[src/hw/rtl/dqsp_pkg.sv]
`default_nettype none
package dqsp_pkg;

  localparam int MAX_NAME = 255;
  localparam int NAME_LEN_W = $clog2(MAX_NAME + 1);

  localparam int HEADER_LEN = 12;
  localparam int MAX_LABEL = 63;
  localparam int TRAILER_LEN = 4;

  // output queue, power of two so the pointers wrap by themselves
  localparam int QUEUE_DEPTH = 4;
  localparam int QUEUE_PTR_W = $clog2(QUEUE_DEPTH);

  // header byte offsets
  localparam logic [3:0] HDR_ID_HI = 4'd0;
  localparam logic [3:0] HDR_ID_LO = 4'd1;
  localparam logic [3:0] HDR_FLAGS = 4'd2;
  localparam logic [3:0] HDR_QD_HI = 4'd4;
  localparam logic [3:0] HDR_QD_LO = 4'd5;

  localparam logic [7:0] DOT_CHAR = 8'h2E;

  localparam logic KIND_CHAR = 1'b0;
  localparam logic KIND_VERDICT = 1'b1;

  localparam logic [3:0] ST_OK = 4'd0;
  localparam logic [3:0] ST_SHORT = 4'd1;
  localparam logic [3:0] ST_NOT_QUERY = 4'd2;
  localparam logic [3:0] ST_QDCOUNT = 4'd3;
  localparam logic [3:0] ST_BAD_LABEL = 4'd4;
  localparam logic [3:0] ST_TRAILER_LEN = 4'd5;
  localparam logic [3:0] ST_QTYPE = 4'd6;
  localparam logic [3:0] ST_QCLASS = 4'd7;
  localparam logic [3:0] ST_NAME_LONG = 4'd8;

  typedef struct packed {
    logic [7:0] in_byte;
    logic       in_last;
  } in_item_t;

  typedef struct packed {
    logic        out_kind;
    logic [7:0]  name_char;
    logic [15:0] query_id;
    logic [3:0]  status;
    logic        out_last;
  } out_item_t;

  // results of one byte: a name character, a verdict, or both (character first)
  typedef struct packed {
    logic      char_valid;
    logic      verdict_valid;
    out_item_t char_item;
    out_item_t verdict_item;
  } push_t;

endpackage
`default_nettype wire

[src/hw/rtl/dqsp_parser.sv]
`default_nettype none
module dqsp_parser (
  input  wire logic              clk,
  input  wire logic              rst,
  input  wire logic              accept,
  input  wire dqsp_pkg::in_item_t in_data,
  output dqsp_pkg::push_t        push
);

  typedef enum logic [2:0] {
    PH_HEADER,
    PH_LEN,
    PH_DATA,
    PH_TRAILER,
    PH_SKIP
  } phase_t;

  phase_t phase, phase_next;
  logic [3:0] header_count, header_count_next;
  logic [15:0] message_id, message_id_next;
  logic [1:0] header_flags_ok, header_flags_ok_next;
  logic [5:0] label_left, label_left_next;
  logic first_label, first_label_next;
  logic [dqsp_pkg::NAME_LEN_W-1:0] name_length, name_length_next;
  logic [31:0] trailer_bytes, trailer_bytes_next;
  logic [2:0] trailer_count, trailer_count_next;
  logic [3:0] error_code, error_code_next;

  logic [7:0] b;
  logic [3:0] st;
  logic [15:0] id;

  assign b = in_data.in_byte;

  always_comb begin
    phase_next = phase;
    header_count_next = header_count;
    message_id_next = message_id;
    header_flags_ok_next = header_flags_ok;
    label_left_next = label_left;
    first_label_next = first_label;
    name_length_next = name_length;
    trailer_bytes_next = trailer_bytes;
    trailer_count_next = trailer_count;
    error_code_next = error_code;
    st = dqsp_pkg::ST_OK;
    id = 16'd0;

    push.char_valid = 1'b0;
    push.char_item.out_kind = dqsp_pkg::KIND_CHAR;
    push.char_item.name_char = b;
    push.char_item.query_id = 16'd0;
    push.char_item.status = dqsp_pkg::ST_OK;
    push.char_item.out_last = 1'b0;

    unique case (phase)
      PH_HEADER: begin
        case (header_count)
          dqsp_pkg::HDR_ID_HI: message_id_next[15:8] = b;
          dqsp_pkg::HDR_ID_LO: message_id_next[7:0] = b;
          dqsp_pkg::HDR_FLAGS: if (!b[7]) header_flags_ok_next[0] = 1'b1;
          dqsp_pkg::HDR_QD_HI: if (b == 8'd0) header_flags_ok_next[1] = 1'b1;
          dqsp_pkg::HDR_QD_LO: if (b != 8'd1) header_flags_ok_next[1] = 1'b0;
          default: ;
        endcase
        header_count_next = header_count + 4'd1;
        if (header_count == 4'(dqsp_pkg::HEADER_LEN - 1)) begin
          if (!header_flags_ok_next[0]) begin
            error_code_next = dqsp_pkg::ST_NOT_QUERY;
            phase_next = PH_SKIP;
          end else if (!header_flags_ok_next[1]) begin
            error_code_next = dqsp_pkg::ST_QDCOUNT;
            phase_next = PH_SKIP;
          end else begin
            phase_next = PH_LEN;
          end
        end
      end
      PH_LEN: begin
        if (b == 8'd0) begin
          phase_next = PH_TRAILER;
        end else if (b > 8'(dqsp_pkg::MAX_LABEL)) begin
          error_code_next = dqsp_pkg::ST_BAD_LABEL;
          phase_next = PH_SKIP;
        end else if (!first_label &&
                     name_length >= dqsp_pkg::NAME_LEN_W'(dqsp_pkg::MAX_NAME)) begin
          error_code_next = dqsp_pkg::ST_NAME_LONG;
          phase_next = PH_SKIP;
        end else begin
          if (!first_label) begin
            push.char_valid = 1'b1;
            push.char_item.name_char = dqsp_pkg::DOT_CHAR;
            name_length_next = name_length + dqsp_pkg::NAME_LEN_W'(1);
          end
          first_label_next = 1'b0;
          label_left_next = b[5:0];
          phase_next = PH_DATA;
        end
      end
      PH_DATA: begin
        if (name_length >= dqsp_pkg::NAME_LEN_W'(dqsp_pkg::MAX_NAME)) begin
          error_code_next = dqsp_pkg::ST_NAME_LONG;
          phase_next = PH_SKIP;
        end else begin
          push.char_valid = 1'b1;
          name_length_next = name_length + dqsp_pkg::NAME_LEN_W'(1);
          label_left_next = label_left - 6'd1;
          if (label_left == 6'd1) phase_next = PH_LEN;
        end
      end
      PH_TRAILER: begin
        trailer_bytes_next = {trailer_bytes[23:0], b};
        if (trailer_count < 3'(dqsp_pkg::TRAILER_LEN + 1)) begin
          trailer_count_next = trailer_count + 3'd1;
        end
      end
      PH_SKIP: ;
      default: ;
    endcase

    // verdict reflects the state after this byte
    if (phase_next == PH_HEADER) begin
      st = dqsp_pkg::ST_SHORT;
    end else begin
      id = message_id_next;
      if (error_code_next != dqsp_pkg::ST_OK) begin
        st = error_code_next;
      end else if (phase_next == PH_LEN) begin
        st = dqsp_pkg::ST_TRAILER_LEN;
      end else if (phase_next == PH_TRAILER) begin
        if (trailer_count_next != 3'(dqsp_pkg::TRAILER_LEN)) begin
          st = dqsp_pkg::ST_TRAILER_LEN;
        end else if (trailer_bytes_next[31:16] != 16'd1) begin
          st = dqsp_pkg::ST_QTYPE;
        end else if (trailer_bytes_next[15:0] != 16'd1) begin
          st = dqsp_pkg::ST_QCLASS;
        end else begin
          st = dqsp_pkg::ST_OK;
        end
      end else begin
        st = dqsp_pkg::ST_BAD_LABEL;
      end
    end

    push.verdict_valid = in_data.in_last;
    push.verdict_item.out_kind = dqsp_pkg::KIND_VERDICT;
    push.verdict_item.name_char = 8'd0;
    push.verdict_item.query_id = id;
    push.verdict_item.status = st;
    push.verdict_item.out_last = 1'b1;

    // rearm for the next message
    if (in_data.in_last) begin
      phase_next = PH_HEADER;
      header_count_next = 4'd0;
      message_id_next = 16'd0;
      header_flags_ok_next = 2'd0;
      label_left_next = 6'd0;
      first_label_next = 1'b1;
      name_length_next = '0;
      trailer_bytes_next = 32'd0;
      trailer_count_next = 3'd0;
      error_code_next = dqsp_pkg::ST_OK;
    end
  end

  always_ff @(posedge clk) begin
    if (rst) begin
      phase <= PH_HEADER;
      header_count <= 4'd0;
      message_id <= 16'd0;
      header_flags_ok <= 2'd0;
      label_left <= 6'd0;
      first_label <= 1'b1;
      name_length <= '0;
      trailer_bytes <= 32'd0;
      trailer_count <= 3'd0;
      error_code <= dqsp_pkg::ST_OK;
    end else if (accept) begin
      phase <= phase_next;
      header_count <= header_count_next;
      message_id <= message_id_next;
      header_flags_ok <= header_flags_ok_next;
      label_left <= label_left_next;
      first_label <= first_label_next;
      name_length <= name_length_next;
      trailer_bytes <= trailer_bytes_next;
      trailer_count <= trailer_count_next;
      error_code <= error_code_next;
    end
  end

endmodule
`default_nettype wire

[src/hw/rtl/dqsp_out_queue.sv]
`default_nettype none
module dqsp_out_queue (
  input  wire logic               clk,
  input  wire logic               rst,
  input  wire logic               wr_en,
  input  wire dqsp_pkg::push_t    push,
  output logic                    room,
  output logic                    out_valid,
  input  wire logic               out_ready,
  output dqsp_pkg::out_item_t     out_data
);

  dqsp_pkg::out_item_t entries [dqsp_pkg::QUEUE_DEPTH];
  logic [dqsp_pkg::QUEUE_PTR_W-1:0] wr_ptr, rd_ptr;
  logic [dqsp_pkg::QUEUE_PTR_W:0] count;
  logic pop;
  logic push_char, push_verdict;
  logic [1:0] n_push;
  logic [dqsp_pkg::QUEUE_PTR_W-1:0] verdict_ptr;

  assign push_char = wr_en && push.char_valid;
  assign push_verdict = wr_en && push.verdict_valid;
  assign n_push = {1'b0, push_char} + {1'b0, push_verdict};
  // verdict goes right after the character when both are written
  assign verdict_ptr = push_char ? wr_ptr + dqsp_pkg::QUEUE_PTR_W'(1) : wr_ptr;

  assign out_valid = (count != '0);
  assign out_data = entries[rd_ptr];
  assign pop = out_valid && out_ready;
  // a byte may add two results, so keep two slots free before taking one
  assign room = (count <= (dqsp_pkg::QUEUE_PTR_W + 1)'(dqsp_pkg::QUEUE_DEPTH - 2));

  always_ff @(posedge clk) begin
    if (push_char) entries[wr_ptr] <= push.char_item;
    if (push_verdict) entries[verdict_ptr] <= push.verdict_item;
  end

  always_ff @(posedge clk) begin
    if (rst) begin
      wr_ptr <= '0;
      rd_ptr <= '0;
      count <= '0;
    end else begin
      wr_ptr <= wr_ptr + dqsp_pkg::QUEUE_PTR_W'(n_push);
      if (pop) rd_ptr <= rd_ptr + dqsp_pkg::QUEUE_PTR_W'(1);
      count <= count + (dqsp_pkg::QUEUE_PTR_W + 1)'(n_push)
                     - (dqsp_pkg::QUEUE_PTR_W + 1)'(pop);
    end
  end

endmodule
`default_nettype wire

[src/hw/rtl/dns_query_stream_parser.sv]
`default_nettype none
// Streaming DNS query parser. Takes one message byte per transfer (in_last on
// the final byte) and returns the question name one character per transfer,
// with a dot between labels, followed by a single verdict carrying the
// message id and a status; the name is only meaningful when the status is ok.
// A byte is taken every cycle while the consumer keeps up: the header, label
// and trailer checks are all combinational parser logic, and results go
// into a four-entry output queue. in_ready drops while fewer than two queue
// slots are free, so the final byte of a message that also ends a label
// (one character plus the verdict) adds two entries to the queue.
module dns_query_stream_parser (
  input  wire logic               clk,
  input  wire logic               rst,
  input  wire logic               in_valid,
  output logic                    in_ready,
  input  wire dqsp_pkg::in_item_t in_data,
  output logic                    out_valid,
  input  wire logic               out_ready,
  output dqsp_pkg::out_item_t     out_data
);

  dqsp_pkg::push_t push;
  logic accept;

  assign accept = in_valid && in_ready;

  dqsp_parser u_parser (
    .clk     (clk),
    .rst     (rst),
    .accept  (accept),
    .in_data (in_data),
    .push    (push)
  );

  dqsp_out_queue u_queue (
    .clk       (clk),
    .rst       (rst),
    .wr_en     (accept),
    .push      (push),
    .room      (in_ready),
    .out_valid (out_valid),
    .out_ready (out_ready),
    .out_data  (out_data)
  );

endmodule
`default_nettype wire
[config.mk]
export PLATFORM = sky130hd
export DESIGN_NAME = dns_query_stream_parser
export DESIGN_NICKNAME = d
export VERILOG_FILES = /design/src/hw/rtl/dqsp_pkg.sv /design/src/hw/rtl/dqsp_parser.sv /design/src/hw/rtl/dqsp_out_queue.sv /design/src/hw/rtl/dns_query_stream_parser.sv
export SDC_FILE = /design/constraint.sdc
export NUM_CORES = 1
export LEC_CHECK = 0
export BUFFER_PORTS_ARGS = -buffer_cell sky130_fd_sc_hd__buf_2
export CAP_MARGIN = 20
export CORE_UTILIZATION = 55
export CTS_CLUSTER_SIZE = 20
export DETAILED_ROUTE_END_ITERATION = 8
export PLACE_DENSITY = 0.72
export SLEW_MARGIN = 10
export SYNTH_ARGS = -nofsm -noshare
export SYNTH_HDL_FRONTEND = slang
export SYNTH_SLANG_ARGS = --single-unit
export TNS_END_PERCENT = 10
[constraint.sdc]
create_clock -name clk -period 4.65 [get_ports clk]
set_input_delay 0.93 -clock clk [delete_from_list [all_inputs] [get_ports clk]]
set_output_delay 0.93 -clock clk [all_outputs]
set_load 0.02 [all_outputs]
==> flow_metrics.py <==
metrics = {
    "outcome": {
        "status": "finished, final reports clean",
    },
    "synthesis": {
        "yosys_register_bits": 204,
        "yosysWarnings": 0,
        "async_flop_share_pct": 0,
        "synth_area_mm2": 0.00990,
        "seq_area_frac_synth_pct": 49.4,
        "syn_area_per_cell_um2": 10.2,
        "synth_edf_count": 80,
        "synthMostInstantiatedCell": "nor2_1",
        "syn_nets": 1006,
        "netlist_instances": 975,
        "synth_flop_cell": "dfxtp_1",
        "yosys.area.top_type_share_pct": 25.1,
        "synth_top_area_cell": "dfxtp_1",
        "synth_area_leaders": "dfxtp_1 (25%), edfxtp_1 (24%), nor2_1 (6.7%)",
        "synth_common_cells": "nor2_1 (176), dfxtp_1 (124), edfxtp_1 (80)",
        "ys_types": 76,
    },
    "cells_and_area": {
        "areaGrowthSynthToFinish_pct": 10.6,
        "drive_gt1_share_pct": 16.9,
        "regArea_mm2": 0.00489,
        "n_fill_cell": 1473,
        "instances_no_fill": 1238,
        "multi_input_area_mm2": 0.00466,
        "final_util_pct": 62.9,
        "nets": 1027,
    },
    "clocking": {
        "ctsResizeCount": 0,
        "cts_root_buffer": "clkbuf_16",
        "cts_hold_buf": 0,
        "cts_tree": "done",
        "cts_setup_buffers": 0,
        "htreeDepth": 1,
        "clk_latency_ns": 0.50,
        "cts_made_buffers": 22,
        "cts_sinks": 204,
        "clkTransAtPathRegs_ns": 0.06,
        "cts_buffer_depth": 3,
    },
    "routing": {
        "drt-total-wl_mm": 23.6,
        "drt_iter0_drc": 683,
        "postRouteAntennaNets": 0,
        "route.detailed.drc": 0,
        "wire_per_inst_um": 19.1,
        "via_per_inst": 6.11,
        "via_count": 7567,
        "firstDrtPassIters": 5,
    },
    "hold_path": {
        "min_from": "u_queue.entries[1][0]",
        "hp-class": "flop to flop",
    },
    "placed_design": {
        "portBuffers": 44,
        "place_ws_ns": 0.696,
        "gp_congestion": 0.895,
        "dp_cells": 1197,
        "dpl.hpwl_mm": 15.6,
    },
    "power": {
        "p_per_area_mw_per_mm2": 409,
        "vdd_drop_max_v": 0.000304,
        "total_leakage_power_nw": 3.96,
        "power_w": 0.00448,
    },
    "sta": {
        "maxSlewViolCount": 0,
        "fin_setup_tns_ns": 0,
        "finalCriticalPeriod_ns": 3.58,
        "slew_headroom_pct": 26.4,
        "finalSetupViolations": 0,
        "setup_ws_ns": 1.07,
        "skew_ns": 0.0143,
        "fmax_ghz": 0.279,
        "final.period_utilization_pct": 77.0,
        "hold_viol_final": 0,
        "rsz0062_at_grt": "false",
        "worst_pin_slew_ns": 1.10,
    },
    "setup_path": {
        "crit_start": "u_parser.phase[0]",
        "cp_max_fo": 25,
        "required_ns": 5.01,
        "cp-end-kind": "flop",
        "arrival_ns": 3.93,
        "cp-start-kind": "flop",
        "r2r-start": "u_parser.phase[0]",
        "path_class": "flop to flop",
    },
    "floorplanning": {
        "initial_core_util_pct": 56.8,
        "pin_count": 45,
        "core_mm2": 0.0174,
        "design.die.area_mm2": 0.0185,
        "fp.dieH_um": 136,
        "rows": 48,
        "die_w_um": 136,
    },
    "grt": {
        "grt_max_degree": 53,
        "grt_use_total_pct": 26.2,
        "antenna_found_initial": 0,
        "grt_pass1_wl_mm": 38.2,
        "grt.overflow.total": 0,
        "grt_pass1_vias": 7336,
    },
    "run": {
        "cap_violations": 0,
    },
}
per-layer routing:
| layer | part of all wire [%] | routed length (um) | vias to the layer above | global-route usage, % |
|---|---|---|---|---|
| li1 | - | - | 3621 | - |
| met1 | 44 | 10400 | 3680 | 35.1 |
| met2 | 49 | 11500 | 225 | 43.9 |
| met3 | 5.3 | 1250 | 41 | 3.13 |
| met4 | 2.2 | 513 | 0 | 8.58 |
| met5 | 0 | 0 | - | 0 |
layout make-up:
class                   instances  share of cell area, %
diodes                          1                 0.0229
multi-input cells             686                   42.6
well taps                     225                   2.57
clock buffers                  27                   5.49
clock inverters                13                  0.800
inverters                      22                  0.766
flip-flops and latches        204                   44.6
repair buffers                 60                   3.11
path summary, 6_finish.rpt:
kind | to | slack (ns) | cells after the start
worst min register to register | u_queue.entries[1][0] | 0.44 | 2
worst min-delay path | u_queue.entries[1][0] | 0.44 | 2
worst max register to register | u_queue.count[2] | 1.07 | 12
worst max-delay path | u_queue.count[2] | 1.07 | 12
report_power, final:
| group | total [W] | internal (W) | switching (W) |
|---|---|---|---|
| clock network | 0.00167 | 0.000971 | 0.000695 |
| logic | 0.000797 | 0.000320 | 0.000477 |
| registers | 0.00202 | 0.00193 | 0.0000938 |
metrics by stage:
stage / instance area (um2) / hold slack [ns]
finish: 10900 / 0.444
global route: 10900 / 0.465
CTS: 10900 / 0.444
detailed placement: 10300 / 0.436
global placement: 10300 / 0.433
floorplan: 9900 / 0.418
registers in the layout (all words and copies together) (netlist names), named ones only:
register / cells
u_parser.trailer_bytes: 32
u_parser.first_label: 1
u_parser.name_length: 8
u_parser.header_count: 4
u_queue.wr_ptr: 2
u_parser.label_left: 6
u_parser.trailer_count: 3
u_parser.message_id: 16
u_parser.header_flags_ok: 2
u_queue.count: 3
u_parser.error_code: 4
u_parser.phase: 3
u_queue.entries: 116
u_queue.rd_ptr: 2
worst max-delay path: stages, from the launching register on:
cell and delay [ns]:
dfxtp_1 0.67, or3b_4 0.49, a211oi_4 0.37, nand2_2 0.08, a21o_4 0.27, clkinv_2 0.26
ha_1 0.24, inv_1 0.06, ha_1 0.28, inv_1 0.05, fa_1 0.43, xnor2_1 0.16
nor2_1 0.05
cells in the final DEF, fill, tap and decap left out, types with 5 or more instances in the layout:
cell and instances:
a22oi_1 52, a21oi_1 70, edfxtp_1 80, xnor2_1 8, buf_2 44, mux2_2 10, mux4_2 29, buf_4 16
nand4b_1 6, dfxtp_1 123, nor3_2 18, and2_1 6, nor2b_1 6, nor4_1 9, ha_1 17, nor2_1 176
clkbuf_16 23, a2bb2oi_1 7, mux2i_1 25, inv_1 20, clkinv_2 8, clkinv_1 5, nand2_1 63, nand4_1 8
o21ai_0 16, or3_1 6, nand3_1 24, nor3_1 39
cells by family (layout without fill, tap and decap cells):
group           Yosys count  count (layout)  synth area share [%]
compound gates          192             192                  13.0
buf+inv                  85             122                  3.60
mux                      64              64                  10.3
xor+xnor                 12              12                  1.06
fa+ha+maj                18              18                  2.35
simple gates            400             400                  20.3
other cells               0               1                     0
flops                   204             204                  49.4
Note: power is estimated with default switching activity, not from simulation.
